## src/sv/pipt_pkg.sv

```systemverilog
// Shared constants, types and state codes for the point-in-polygon test unit.
`timescale 1ns / 1ps
`default_nettype none

package pipt_pkg;

    // Default sizes handed to the top level's parameters.
    localparam int MAX_VERTICES_DEF = 64;
    localparam int COORD_BITS_DEF   = 14;

    // Fixed field widths.
    localparam int IDX_BITS      = 6;
    localparam int VCOUNT_BITS   = 7;
    localparam int OUTER_BITS    = 15;
    localparam int CFG_IDX_BITS  = 2;
    localparam int CFG_DATA_BITS = 15;

    // Configuration register indexes.
    localparam logic [CFG_IDX_BITS-1:0] CFG_VERTEX_COUNT = 2'd0;
    localparam logic [CFG_IDX_BITS-1:0] CFG_OUTER_X      = 2'd1;
    localparam logic [CFG_IDX_BITS-1:0] CFG_OUTER_Y      = 2'd2;

    // Configuration reset values.
    localparam logic [VCOUNT_BITS-1:0] VCOUNT_RST = 7'd3;
    localparam logic [OUTER_BITS-1:0]  OUTER_RST  = 15'h7FFF;

    // Request codes.
    localparam logic REQ_LOAD  = 1'b0;
    localparam logic REQ_QUERY = 1'b1;

    // Operations issued to the cross-product unit, one per step.
    localparam int STEP_BITS = 3;
    localparam logic [STEP_BITS-1:0] OP_EDGE_SIDE  = 3'd0; // side of point vs. edge
    localparam logic [STEP_BITS-1:0] OP_DOT        = 3'd1; // betweenness dot product
    localparam logic [STEP_BITS-1:0] OP_RAY_A      = 3'd2; // side of first end vs. ray
    localparam logic [STEP_BITS-1:0] OP_RAY_B      = 3'd3; // side of second end vs. ray
    localparam logic [STEP_BITS-1:0] OP_OUTER_SIDE = 3'd4; // side of outer point vs. edge
    localparam logic [STEP_BITS-1:0] XP_LATENCY    = 3'd3;
    localparam logic [STEP_BITS-1:0] STEP_LAST     = OP_OUTER_SIDE + XP_LATENCY;

    typedef enum logic [1:0] {
        ST_IDLE,
        ST_RD_A,
        ST_RD_B,
        ST_CALC
    } t_state;

    typedef struct packed {
        logic neg;
        logic zero;
    } t_sign;

endpackage

`default_nettype wire

```

## src/sv/point_in_polygon_test_unit.sv

```systemverilog
// Top level of the point-in-polygon test unit: vertex store, edge sequencer and config.
`timescale 1ns / 1ps
`default_nettype none

// Usage notes.
// The unit holds a polygon of up to MAX_VERTICES vertices and answers whether a point
// lies inside it, by ray casting toward a configurable outer point. A point on any
// edge is reported as on the boundary and counts as inside.
// Items arrive as commands: a beat is accepted on a rising edge where start is high
// and busy is low. A load beat (i_req_type low) writes one vertex slot in that cycle,
// gives no result and leaves busy low; a slot at or beyond MAX_VERTICES is ignored.
// A query beat raises busy while the sequencer walks the edges. For each edge the
// two end points are read through the single read port of the vertex memory, and
// five sign tests are then issued to one shared cross-product unit, pipelined
// through difference, product and sign registers. The walk covers vertex_count
// edges, clamped to MAX_VERTICES, and ends early when the point is found on an
// edge; with a vertex count of zero there is no walk and the result follows in the
// cycle after acceptance. The result is shown on o_valid, o_inside_res and
// o_on_boundary for exactly one cycle, with busy low (just dropped after a walk);
// the receiver cannot stall it, so a new command may be accepted in that same cycle.
// The configuration channel (i_cfg_valid / o_cfg_ready) is always ready and should
// be written only while the unit is idle. Reset sets vertex_count to three and the
// outer point to (32767, 32767); the vertex memory is not cleared by reset.

module point_in_polygon_test_unit #(
    parameter int MAX_VERTICES = pipt_pkg::MAX_VERTICES_DEF,
    parameter int COORD_BITS   = pipt_pkg::COORD_BITS_DEF
) (
    input  wire logic                               i_clk,
    input  wire logic                               i_rst_n,
    input  wire logic                               start,
    output logic                                    busy,
    input  wire logic                               i_req_type,
    input  wire logic [pipt_pkg::IDX_BITS-1:0]      i_vertex_index,
    input  wire logic [COORD_BITS-1:0]              i_vertex_x,
    input  wire logic [COORD_BITS-1:0]              i_vertex_y,
    input  wire logic [COORD_BITS-1:0]              i_point_x,
    input  wire logic [COORD_BITS-1:0]              i_point_y,
    output logic                                    o_valid,
    output logic                                    o_inside_res,
    output logic                                    o_on_boundary,
    input  wire logic                               i_cfg_valid,
    output logic                                    o_cfg_ready,
    input  wire logic [pipt_pkg::CFG_IDX_BITS-1:0]  i_cfg_index,
    input  wire logic [pipt_pkg::CFG_DATA_BITS-1:0] i_cfg_data
);

    localparam int AW = (MAX_VERTICES > 1) ? $clog2(MAX_VERTICES) : 1;
    localparam int CW = $clog2(MAX_VERTICES + 1);
    localparam int SW = (AW > pipt_pkg::IDX_BITS) ? AW : pipt_pkg::IDX_BITS;
    localparam int VW = (COORD_BITS > pipt_pkg::OUTER_BITS) ? COORD_BITS
                                                           : pipt_pkg::OUTER_BITS;

    // Configuration registers.
    logic [pipt_pkg::VCOUNT_BITS-1:0] r_vertex_count;
    logic [pipt_pkg::OUTER_BITS-1:0]  r_outer_x, r_outer_y;

    // Vertex memory with a registered read port.
    logic [COORD_BITS-1:0] r_vx_mem [MAX_VERTICES];
    logic [COORD_BITS-1:0] r_vy_mem [MAX_VERTICES];
    logic [COORD_BITS-1:0] r_rd_x, r_rd_y;

    // Sequencer state.
    pipt_pkg::t_state              r_state, n_state;
    logic [pipt_pkg::STEP_BITS-1:0] r_step, n_step;
    logic [AW-1:0]                 r_edge, n_edge;
    logic [CW-1:0]                 r_edge_count, n_edge_count;
    logic                          r_parity, n_parity;
    logic                          r_valid, n_valid;
    logic                          r_inside, n_inside;
    logic                          r_boundary, n_boundary;

    // Query payload and per-edge partial results.
    logic [COORD_BITS-1:0] r_px, r_py, r_ax, r_ay;
    pipt_pkg::t_sign       r_s_edge, r_s_ray_a, r_s_ray_b;
    logic                  r_dot_le;

    logic                  accept, do_load, do_query, slot_ok;
    logic [SW-1:0]         slot_ext;
    logic [CW-1:0]         sat_count, edge_plus;
    logic                  last_edge, on_edge, crossing;
    logic [AW-1:0]         next_vtx, rd_addr;
    pipt_pkg::t_sign       xp_sign;
    logic [VW-1:0]         ax, ay, bx, by, px, py, ox, oy;
    logic [VW-1:0]         ua, ub, va, vb, wa, wb, za, zb;

    assign accept   = start && !busy;
    assign do_load  = accept && (i_req_type == pipt_pkg::REQ_LOAD);
    assign do_query = accept && (i_req_type == pipt_pkg::REQ_QUERY);
    assign slot_ok  = int'(i_vertex_index) < MAX_VERTICES;
    assign slot_ext = SW'(i_vertex_index);

    // Counts beyond the memory depth are clamped to it.
    assign sat_count = (int'(r_vertex_count) > MAX_VERTICES) ? CW'(MAX_VERTICES)
                                                             : CW'(r_vertex_count);

    // The last edge closes back to vertex zero.
    assign edge_plus = CW'(r_edge) + CW'(1);
    assign last_edge = edge_plus >= r_edge_count;
    assign next_vtx  = last_edge ? '0 : edge_plus[AW-1:0];
    assign rd_addr   = (r_state == pipt_pkg::ST_RD_A) ? r_edge : next_vtx;

    always_ff @(posedge i_clk) begin
        if (do_load && slot_ok) begin
            r_vx_mem[slot_ext[AW-1:0]] <= i_vertex_x;
            r_vy_mem[slot_ext[AW-1:0]] <= i_vertex_y;
        end
        r_rd_x <= r_vx_mem[rd_addr];
        r_rd_y <= r_vy_mem[rd_addr];
    end

    // Operand selection for the shared unit. During the compute phase the read port
    // keeps addressing the second end point, so the read register holds it.
    assign ax = VW'(r_ax);
    assign ay = VW'(r_ay);
    assign bx = VW'(r_rd_x);
    assign by = VW'(r_rd_y);
    assign px = VW'(r_px);
    assign py = VW'(r_py);
    assign ox = VW'(r_outer_x);
    assign oy = VW'(r_outer_y);

    always_comb begin
        case (r_step)
            pipt_pkg::OP_DOT: begin
                // (a-p).(b-p) written as (ax-px)(bx-px) - (ay-py)(py-by).
                ua = ax; ub = px; va = bx; vb = px;
                wa = ay; wb = py; za = py; zb = by;
            end
            pipt_pkg::OP_RAY_A: begin
                ua = ox; ub = px; va = ay; vb = py;
                wa = oy; wb = py; za = ax; zb = px;
            end
            pipt_pkg::OP_RAY_B: begin
                ua = ox; ub = px; va = by; vb = py;
                wa = oy; wb = py; za = bx; zb = px;
            end
            pipt_pkg::OP_OUTER_SIDE: begin
                ua = bx; ub = ax; va = oy; vb = ay;
                wa = by; wb = ay; za = ox; zb = ax;
            end
            default: begin
                ua = bx; ub = ax; va = py; vb = ay;
                wa = by; wb = ay; za = px; zb = ax;
            end
        endcase
    end

    pipt_cross_unit #(
        .VW(VW)
    ) u_cross (
        .i_clk  (i_clk),
        .i_ua   (ua),
        .i_ub   (ub),
        .i_va   (va),
        .i_vb   (vb),
        .i_wa   (wa),
        .i_wb   (wb),
        .i_za   (za),
        .i_zb   (zb),
        .o_sign (xp_sign)
    );

    // Edge decision at the last step, when the outer-point side is coming out of the unit.
    assign on_edge  = r_s_edge.zero && r_dot_le;
    assign crossing = !r_s_ray_a.zero && !r_s_ray_b.zero
                   && (r_s_ray_a.neg != r_s_ray_b.neg)
                   && !r_s_edge.zero && !xp_sign.zero
                   && (r_s_edge.neg != xp_sign.neg);

    // Payload registers.
    always_ff @(posedge i_clk) begin
        if (do_query) begin
            r_px <= i_point_x;
            r_py <= i_point_y;
        end
        if (r_state == pipt_pkg::ST_RD_B) begin
            r_ax <= r_rd_x;
            r_ay <= r_rd_y;
        end
        if (r_state == pipt_pkg::ST_CALC) begin
            if (r_step == pipt_pkg::OP_EDGE_SIDE + pipt_pkg::XP_LATENCY) begin
                r_s_edge <= xp_sign;
            end
            if (r_step == pipt_pkg::OP_DOT + pipt_pkg::XP_LATENCY) begin
                r_dot_le <= xp_sign.neg || xp_sign.zero;
            end
            if (r_step == pipt_pkg::OP_RAY_A + pipt_pkg::XP_LATENCY) begin
                r_s_ray_a <= xp_sign;
            end
            if (r_step == pipt_pkg::OP_RAY_B + pipt_pkg::XP_LATENCY) begin
                r_s_ray_b <= xp_sign;
            end
        end
    end

    // Configuration registers.
    always_ff @(posedge i_clk) begin
        if (!i_rst_n) begin
            r_vertex_count <= pipt_pkg::VCOUNT_RST;
            r_outer_x      <= pipt_pkg::OUTER_RST;
            r_outer_y      <= pipt_pkg::OUTER_RST;
        end else if (i_cfg_valid) begin
            case (i_cfg_index)
                pipt_pkg::CFG_VERTEX_COUNT: begin
                    r_vertex_count <= i_cfg_data[pipt_pkg::VCOUNT_BITS-1:0];
                end
                pipt_pkg::CFG_OUTER_X: begin
                    r_outer_x <= i_cfg_data;
                end
                pipt_pkg::CFG_OUTER_Y: begin
                    r_outer_y <= i_cfg_data;
                end
                default: begin
                end
            endcase
        end
    end

    // Sequencer state register.
    always_ff @(posedge i_clk) begin
        if (!i_rst_n) begin
            r_state      <= pipt_pkg::ST_IDLE;
            r_step       <= '0;
            r_edge       <= '0;
            r_edge_count <= '0;
            r_parity     <= 1'b0;
            r_valid      <= 1'b0;
            r_inside     <= 1'b0;
            r_boundary   <= 1'b0;
        end else begin
            r_state      <= n_state;
            r_step       <= n_step;
            r_edge       <= n_edge;
            r_edge_count <= n_edge_count;
            r_parity     <= n_parity;
            r_valid      <= n_valid;
            r_inside     <= n_inside;
            r_boundary   <= n_boundary;
        end
    end

    // Next state and result.
    always_comb begin
        n_state      = r_state;
        n_step       = r_step;
        n_edge       = r_edge;
        n_edge_count = r_edge_count;
        n_parity     = r_parity;
        n_valid      = 1'b0;
        n_inside     = r_inside;
        n_boundary   = r_boundary;
        case (r_state)
            pipt_pkg::ST_IDLE: begin
                if (do_query) begin
                    n_edge       = '0;
                    n_edge_count = sat_count;
                    n_parity     = 1'b0;
                    if (sat_count == '0) begin
                        // No edges: the point is outside.
                        n_valid    = 1'b1;
                        n_inside   = 1'b0;
                        n_boundary = 1'b0;
                    end else begin
                        n_state = pipt_pkg::ST_RD_A;
                    end
                end
            end
            pipt_pkg::ST_RD_A: begin
                n_state = pipt_pkg::ST_RD_B;
            end
            pipt_pkg::ST_RD_B: begin
                n_state = pipt_pkg::ST_CALC;
                n_step  = '0;
            end
            pipt_pkg::ST_CALC: begin
                n_step = r_step + 1'b1;
                if (r_step == pipt_pkg::STEP_LAST) begin
                    if (on_edge) begin
                        n_valid    = 1'b1;
                        n_inside   = 1'b1;
                        n_boundary = 1'b1;
                        n_parity   = 1'b0;
                        n_edge     = '0;
                        n_state    = pipt_pkg::ST_IDLE;
                    end else if (last_edge) begin
                        n_valid    = 1'b1;
                        n_inside   = r_parity ^ crossing;
                        n_boundary = 1'b0;
                        n_parity   = r_parity ^ crossing;
                        n_edge     = '0;
                        n_state    = pipt_pkg::ST_IDLE;
                    end else begin
                        n_parity = r_parity ^ crossing;
                        n_edge   = edge_plus[AW-1:0];
                        n_state  = pipt_pkg::ST_RD_A;
                    end
                end
            end
            default: begin
                n_state = pipt_pkg::ST_IDLE;
            end
        endcase
    end

    assign busy          = (r_state != pipt_pkg::ST_IDLE);
    assign o_valid       = r_valid;
    assign o_inside_res  = r_inside;
    assign o_on_boundary = r_boundary;
    assign o_cfg_ready   = 1'b1;

endmodule

`default_nettype wire

```

## src/sv/pipt_cross_unit.sv

```systemverilog
// Shared pipelined unit that returns the sign of (ua-ub)*(va-vb) - (wa-wb)*(za-zb).
`timescale 1ns / 1ps
`default_nettype none

module pipt_cross_unit #(
    parameter int VW = 15
) (
    input  wire logic              i_clk,
    input  wire logic [VW-1:0]     i_ua,
    input  wire logic [VW-1:0]     i_ub,
    input  wire logic [VW-1:0]     i_va,
    input  wire logic [VW-1:0]     i_vb,
    input  wire logic [VW-1:0]     i_wa,
    input  wire logic [VW-1:0]     i_wb,
    input  wire logic [VW-1:0]     i_za,
    input  wire logic [VW-1:0]     i_zb,
    output pipt_pkg::t_sign        o_sign
);

    localparam int DW = VW + 1;

    logic signed [DW-1:0]   r_u, r_v, r_w, r_z;
    logic signed [2*DW-1:0] r_p1, r_p2;
    logic        [2*DW:0]   diff;
    pipt_pkg::t_sign        r_sign;

    // Three stages: differences, products, then the sign of their difference.
    always_ff @(posedge i_clk) begin
        r_u    <= $signed({1'b0, i_ua}) - $signed({1'b0, i_ub});
        r_v    <= $signed({1'b0, i_va}) - $signed({1'b0, i_vb});
        r_w    <= $signed({1'b0, i_wa}) - $signed({1'b0, i_wb});
        r_z    <= $signed({1'b0, i_za}) - $signed({1'b0, i_zb});
        r_p1   <= r_u * r_v;
        r_p2   <= r_w * r_z;
        r_sign <= '{neg: diff[2*DW], zero: (diff == '0)};
    end

    assign diff   = {r_p1[2*DW-1], r_p1} - {r_p2[2*DW-1], r_p2};
    assign o_sign = r_sign;

endmodule

`default_nettype wire

```

## config.mk

```make
export PLATFORM = sky130hd
export DESIGN_NAME = point_in_polygon_test_unit
export DESIGN_NICKNAME = d
export VERILOG_FILES = /design/src/sv/pipt_pkg.sv /design/src/sv/point_in_polygon_test_unit.sv /design/src/sv/pipt_cross_unit.sv
export SDC_FILE = /design/constraint.sdc
export NUM_CORES = 2
export LEC_CHECK = 0
export BUFFER_PORTS_ARGS = -buffer_cell sky130_fd_sc_hd__buf_2
export CORE_ASPECT_RATIO = 1.25
export CORE_MARGIN = 3
export CORE_UTILIZATION = 45
export DETAILED_ROUTE_END_ITERATION = 16
export PLACE_DENSITY = 0.63
export SLEW_MARGIN = 20
export SYNTH_ARGS = -nofsm -noshare
export SYNTH_HDL_FRONTEND = slang
export SYNTH_SLANG_ARGS = --single-unit
```

## constraint.sdc

```tcl
create_clock -name i_clk -period 6.2 [get_ports i_clk]
set_input_delay 0.31 -clock i_clk [delete_from_list [all_inputs] [get_ports i_clk]]
set_output_delay 0.31 -clock i_clk [all_outputs]
set_load 0.02 [all_outputs]
```

==> impl_metrics.csv <==
group,metric,value,unit
worst_setup_path,endpoint_kind,"register",
place,routabilityCongestion,0.933,
die,die_h,537,µm
clock_tree,clk_latency,0.88,ns
sta,finalMaxSlewViolations,0,
worst_setup_path,critPathMaxStageDelay,0.66,ns
synth,ys_seq_area_frac,0.593,
global_route,grt_max_degree,78,
sta,finClkSkew,0.0829,ns
clock_tree,cts_buffer_depth,4,
sta,rsz0062_at_grt,"true",
sta,min_period,6.12,ns
global_route,grt_overflow_total,0,
synth,synth-async-reset-ratio,0,
synth,yosysMostFrequentCell,"edfxtp_1",
synth,synthFlopType,"edfxtp_1",
die,core_area,224000,µm²
run,cap_violations,0,
synth,syn_area_per_cell,14.4,µm²
die,rows,194,
synth,ys_warn_count,0,
sta,max_freq,163,MHz
worst_setup_path,crit_slowest_cell,"fa_2",
global_route,grt_pass1_wl,408,mm
die,die_x,430,µm
synth,netlist_area,101000,µm²
place,place_inst,10120,
synth,synth_edf_count,1855,
worst_setup_path,rrSetupSlack,0.08,ns
clock_tree,clkSinkCount,2072,
die,pin_count,89,
synth,ys_seq_elements,2072,
sta,setup_viol,0,
synth,syn_inst,7029,
worst_setup_path,path_max_fanout,4,
place,hpwl,184,mm
worst_setup_path,cp_common_cell,"fa_1",
synth,synth_common_cells,"edfxtp_1, nand2_1, inv_1",
worst_setup_path,reg2reg_to,"u_cross.r_p2[31]",
sta,relSlewSlack,0.242,
route,drt_wl_total,276,mm
route,vias,60843,
place,port_buffers,87,
sta,period_share,0.987,
global_route,antenna_found_initial,12,
worst_setup_path,crit_type,"reg -> reg",
route,wl_per_cell,26.1,µm
cells_and_area,syn2layout_area_growth,14.6,%
worst_setup_path,required,6.93,ns
global_route,track_usage,0.238,
global_route,grt_pass1_vias,62859,
sta,timing.hold.ws,0.0646,ns
route,avgViaCountPerCell,5.75,
cells_and_area,drive_gt1_frac,0.181,
synth,synth_cell_type_count,84,
die,start_util,0.453,
sta,worst_slew_pin_slew,1.13,ns
worst_setup_path,r2r_cells,22,
worst_setup_path,worstPathCellList,"buf_12 > clkinvlp_4 > buf_12 > nor2_4 > fa_1 > fa_2 > fa_1 > fa_1 > fa_1 > inv_1 > fa_1 > inv_2 > ha_4 > a2111o_1 > a31o_4 > a41o_1 > a211oi_2 > nand2b_4 > a21boi_2 > a21o_1 > a21oi_2 > xor2_1",
synth,synth_area_leaders,"edfxtp_1, fa_1, mux4_2",
synth,yosys.area.top_type,"edfxtp_1",
die,die-area,231000,µm²
route,ant_nets,0,
synth,synth_nets,7913,
run_status,outcome,"finished clean",
sta,hold_viol,0,
clock_tree,htree_levels,4,
clock_tree,cts_tree,"done",
synth,synth_top_cell_area_share,0.550,
route,drc_errors,0,
worst_setup_path,worst_setup_path_start_kind,"register",
worst_setup_path,cp-endpoint,"u_cross.r_p2[31]",
min_path,holdCritPathClass,"in -> reg",
route,dr.pass1.iters,6,
route,dr.first_iter.drc_count,5961,
clock_tree,path_clk_slew,0.06,ns
clock_tree,cts_inserted_buffers,206,
worst_setup_path,crit-reg2reg-launch,"u_cross.r_z[15]",
cells_and_area,final_nets,8346,
worst_setup_path,arrival,6.85,ns
worst_setup_path,critical_path.startpoint,"u_cross.r_z[15]",
cells_and_area,final_cells,10575,
clock_tree,cts-root-buf,"clkbuf_16",
-- stage by stage --
step / utilization / TNS [ns] / setup slack, ns / cell area [µm²]
floorplan: - / 0 / 0.00510 / 101000
global placement: 0.483 / -0.907 / -0.236 / 108000
detailed placement: 0.484 / -1.69 / -0.364 / 108000
CTS: 0.515 / -0.0996 / -0.0996 / 115000
global route: 0.519 / -0.267 / -0.102 / 116000
finish: 0.519 / 0 / 0.0832 / 116000
-- routing by layer --
layer / share of wire / up-vias / track usage
met4: 0.052 / 4 / 0.108
met1: 0.37 / 31520 / 0.293
met2: 0.52 / 2262 / 0.421
li1: - / 26508 / -
met5: 0.000098 / - / 0
met3: 0.060 / 549 / 0.0291
-- cell type report --
cell class	instances	area [µm²]
Tap cell	2940	3680
Timing Repair Buffer	560	4790
Inverter	660	2480
Clock buffer	246	5350
Sequential cell	2072	60200
Fill cell	18608	108000
Clock inverter	127	1100
Multi-Input combinational cell	3962	38600
Antenna cell	8	20.0
-- worst max-delay path: cells and delay by family (launching register included) --
kind / cells / cell delay [ns]
and+or+nand+nor: 2 / 0.29
buffers and inverters: 5 / 0.51
DFF: 1 / 0.36
adders and majority gates: 7 / 3.21
AOI/OAI and AO/OA: 7 / 1.53
xor gates and xnor gates: 1 / 0.15
-- worst min path at each step --
stage               cells after the start            from                 to
floorplan                               0    i_point_x[0]            r_px[0]
global placement                        2   o_on_boundary      o_on_boundary
detailed placement                      2    o_inside_res       o_inside_res
CTS                                     5  i_cfg_index[0]  r_vertex_count[6]
global route                            3         i_rst_n  r_vertex_count[0]
finish                                  3         i_rst_n  r_vertex_count[0]
-- cells in the final DEF (no fill, tap or decap), drive strengths merged, types with 9 or more instances in the layout --
| cell | instances |
|---|---|
| edfxtp | 1855 |
| nand2 | 728 |
| inv | 667 |
| fa | 529 |
| buf | 513 |
| mux4 | 314 |
| ha | 271 |
| and2 | 266 |
| nor2 | 261 |
| clkbuf | 246 |
| a22oi | 241 |
| dfxtp | 217 |
| o21ai | 187 |
| a21oi | 182 |
| nand3 | 129 |
| a221oi | 105 |
| xnor2 | 96 |
| clkinv | 96 |
| mux2i | 92 |
| a31oi | 69 |
| nor2b | 55 |
| dlygate4sd3 | 47 |
| and3 | 44 |
| a21o | 38 |
| xor2 | 32 |
| nand2b | 29 |
| a22o | 27 |
| nor3 | 27 |
| o21a | 26 |
| a32o | 20 |
| nand4 | 19 |
| bufinv | 16 |
| a211oi | 15 |
| a21boi | 15 |
| o21bai | 11 |
| nor3b | 10 |
| nor4 | 10 |
| nand3b | 9 |
-- sequential cells by signal (all words and copies together), names as in the netlist, 3 cells and up --
register	cells
ox	15
oy	15
r_ax	14
r_ay	14
r_edge	6
r_edge_count	7
r_px	14
r_py	14
r_rd_x	14
r_rd_y	14
r_step	3
r_vertex_count	7
r_vx_mem	896
r_vy_mem	896
u_cross.r_p1	32
u_cross.r_p2	32
u_cross.r_u	16
u_cross.r_v	16
u_cross.r_w	16
u_cross.r_z	16
-- kinds of logic after synthesis --
family,Yosys count,synth area share
adders and majority gates,800,0.138
buffers and inverters,995,0.0369
xor gates and xnor gates,128,0.0111
muxes,411,0.0794
other,1,0.0000370
and+or+nand+nor,1617,0.0743
AOI/OAI and AO/OA,1005,0.0676
DFF,2072,0.593
-- timing repair --
| item | in CTS | in global routing |
|---|---|---|
| gates resized for setup | 56 | 162 |
| endpoints found under the hold margin | 97 | 0 |
| setup endpoints to repair | 13 | 15 |
| hold buffers | 47 | 0 |
| pin swaps | 11 | 92 |
| setup buffers | 4 | 18 |
| cloned | 0 | 1 |
Power is left out: the tool's default activity adds up to more than one toggle a clock period on the data nets, which glitch-free logic cannot reach.
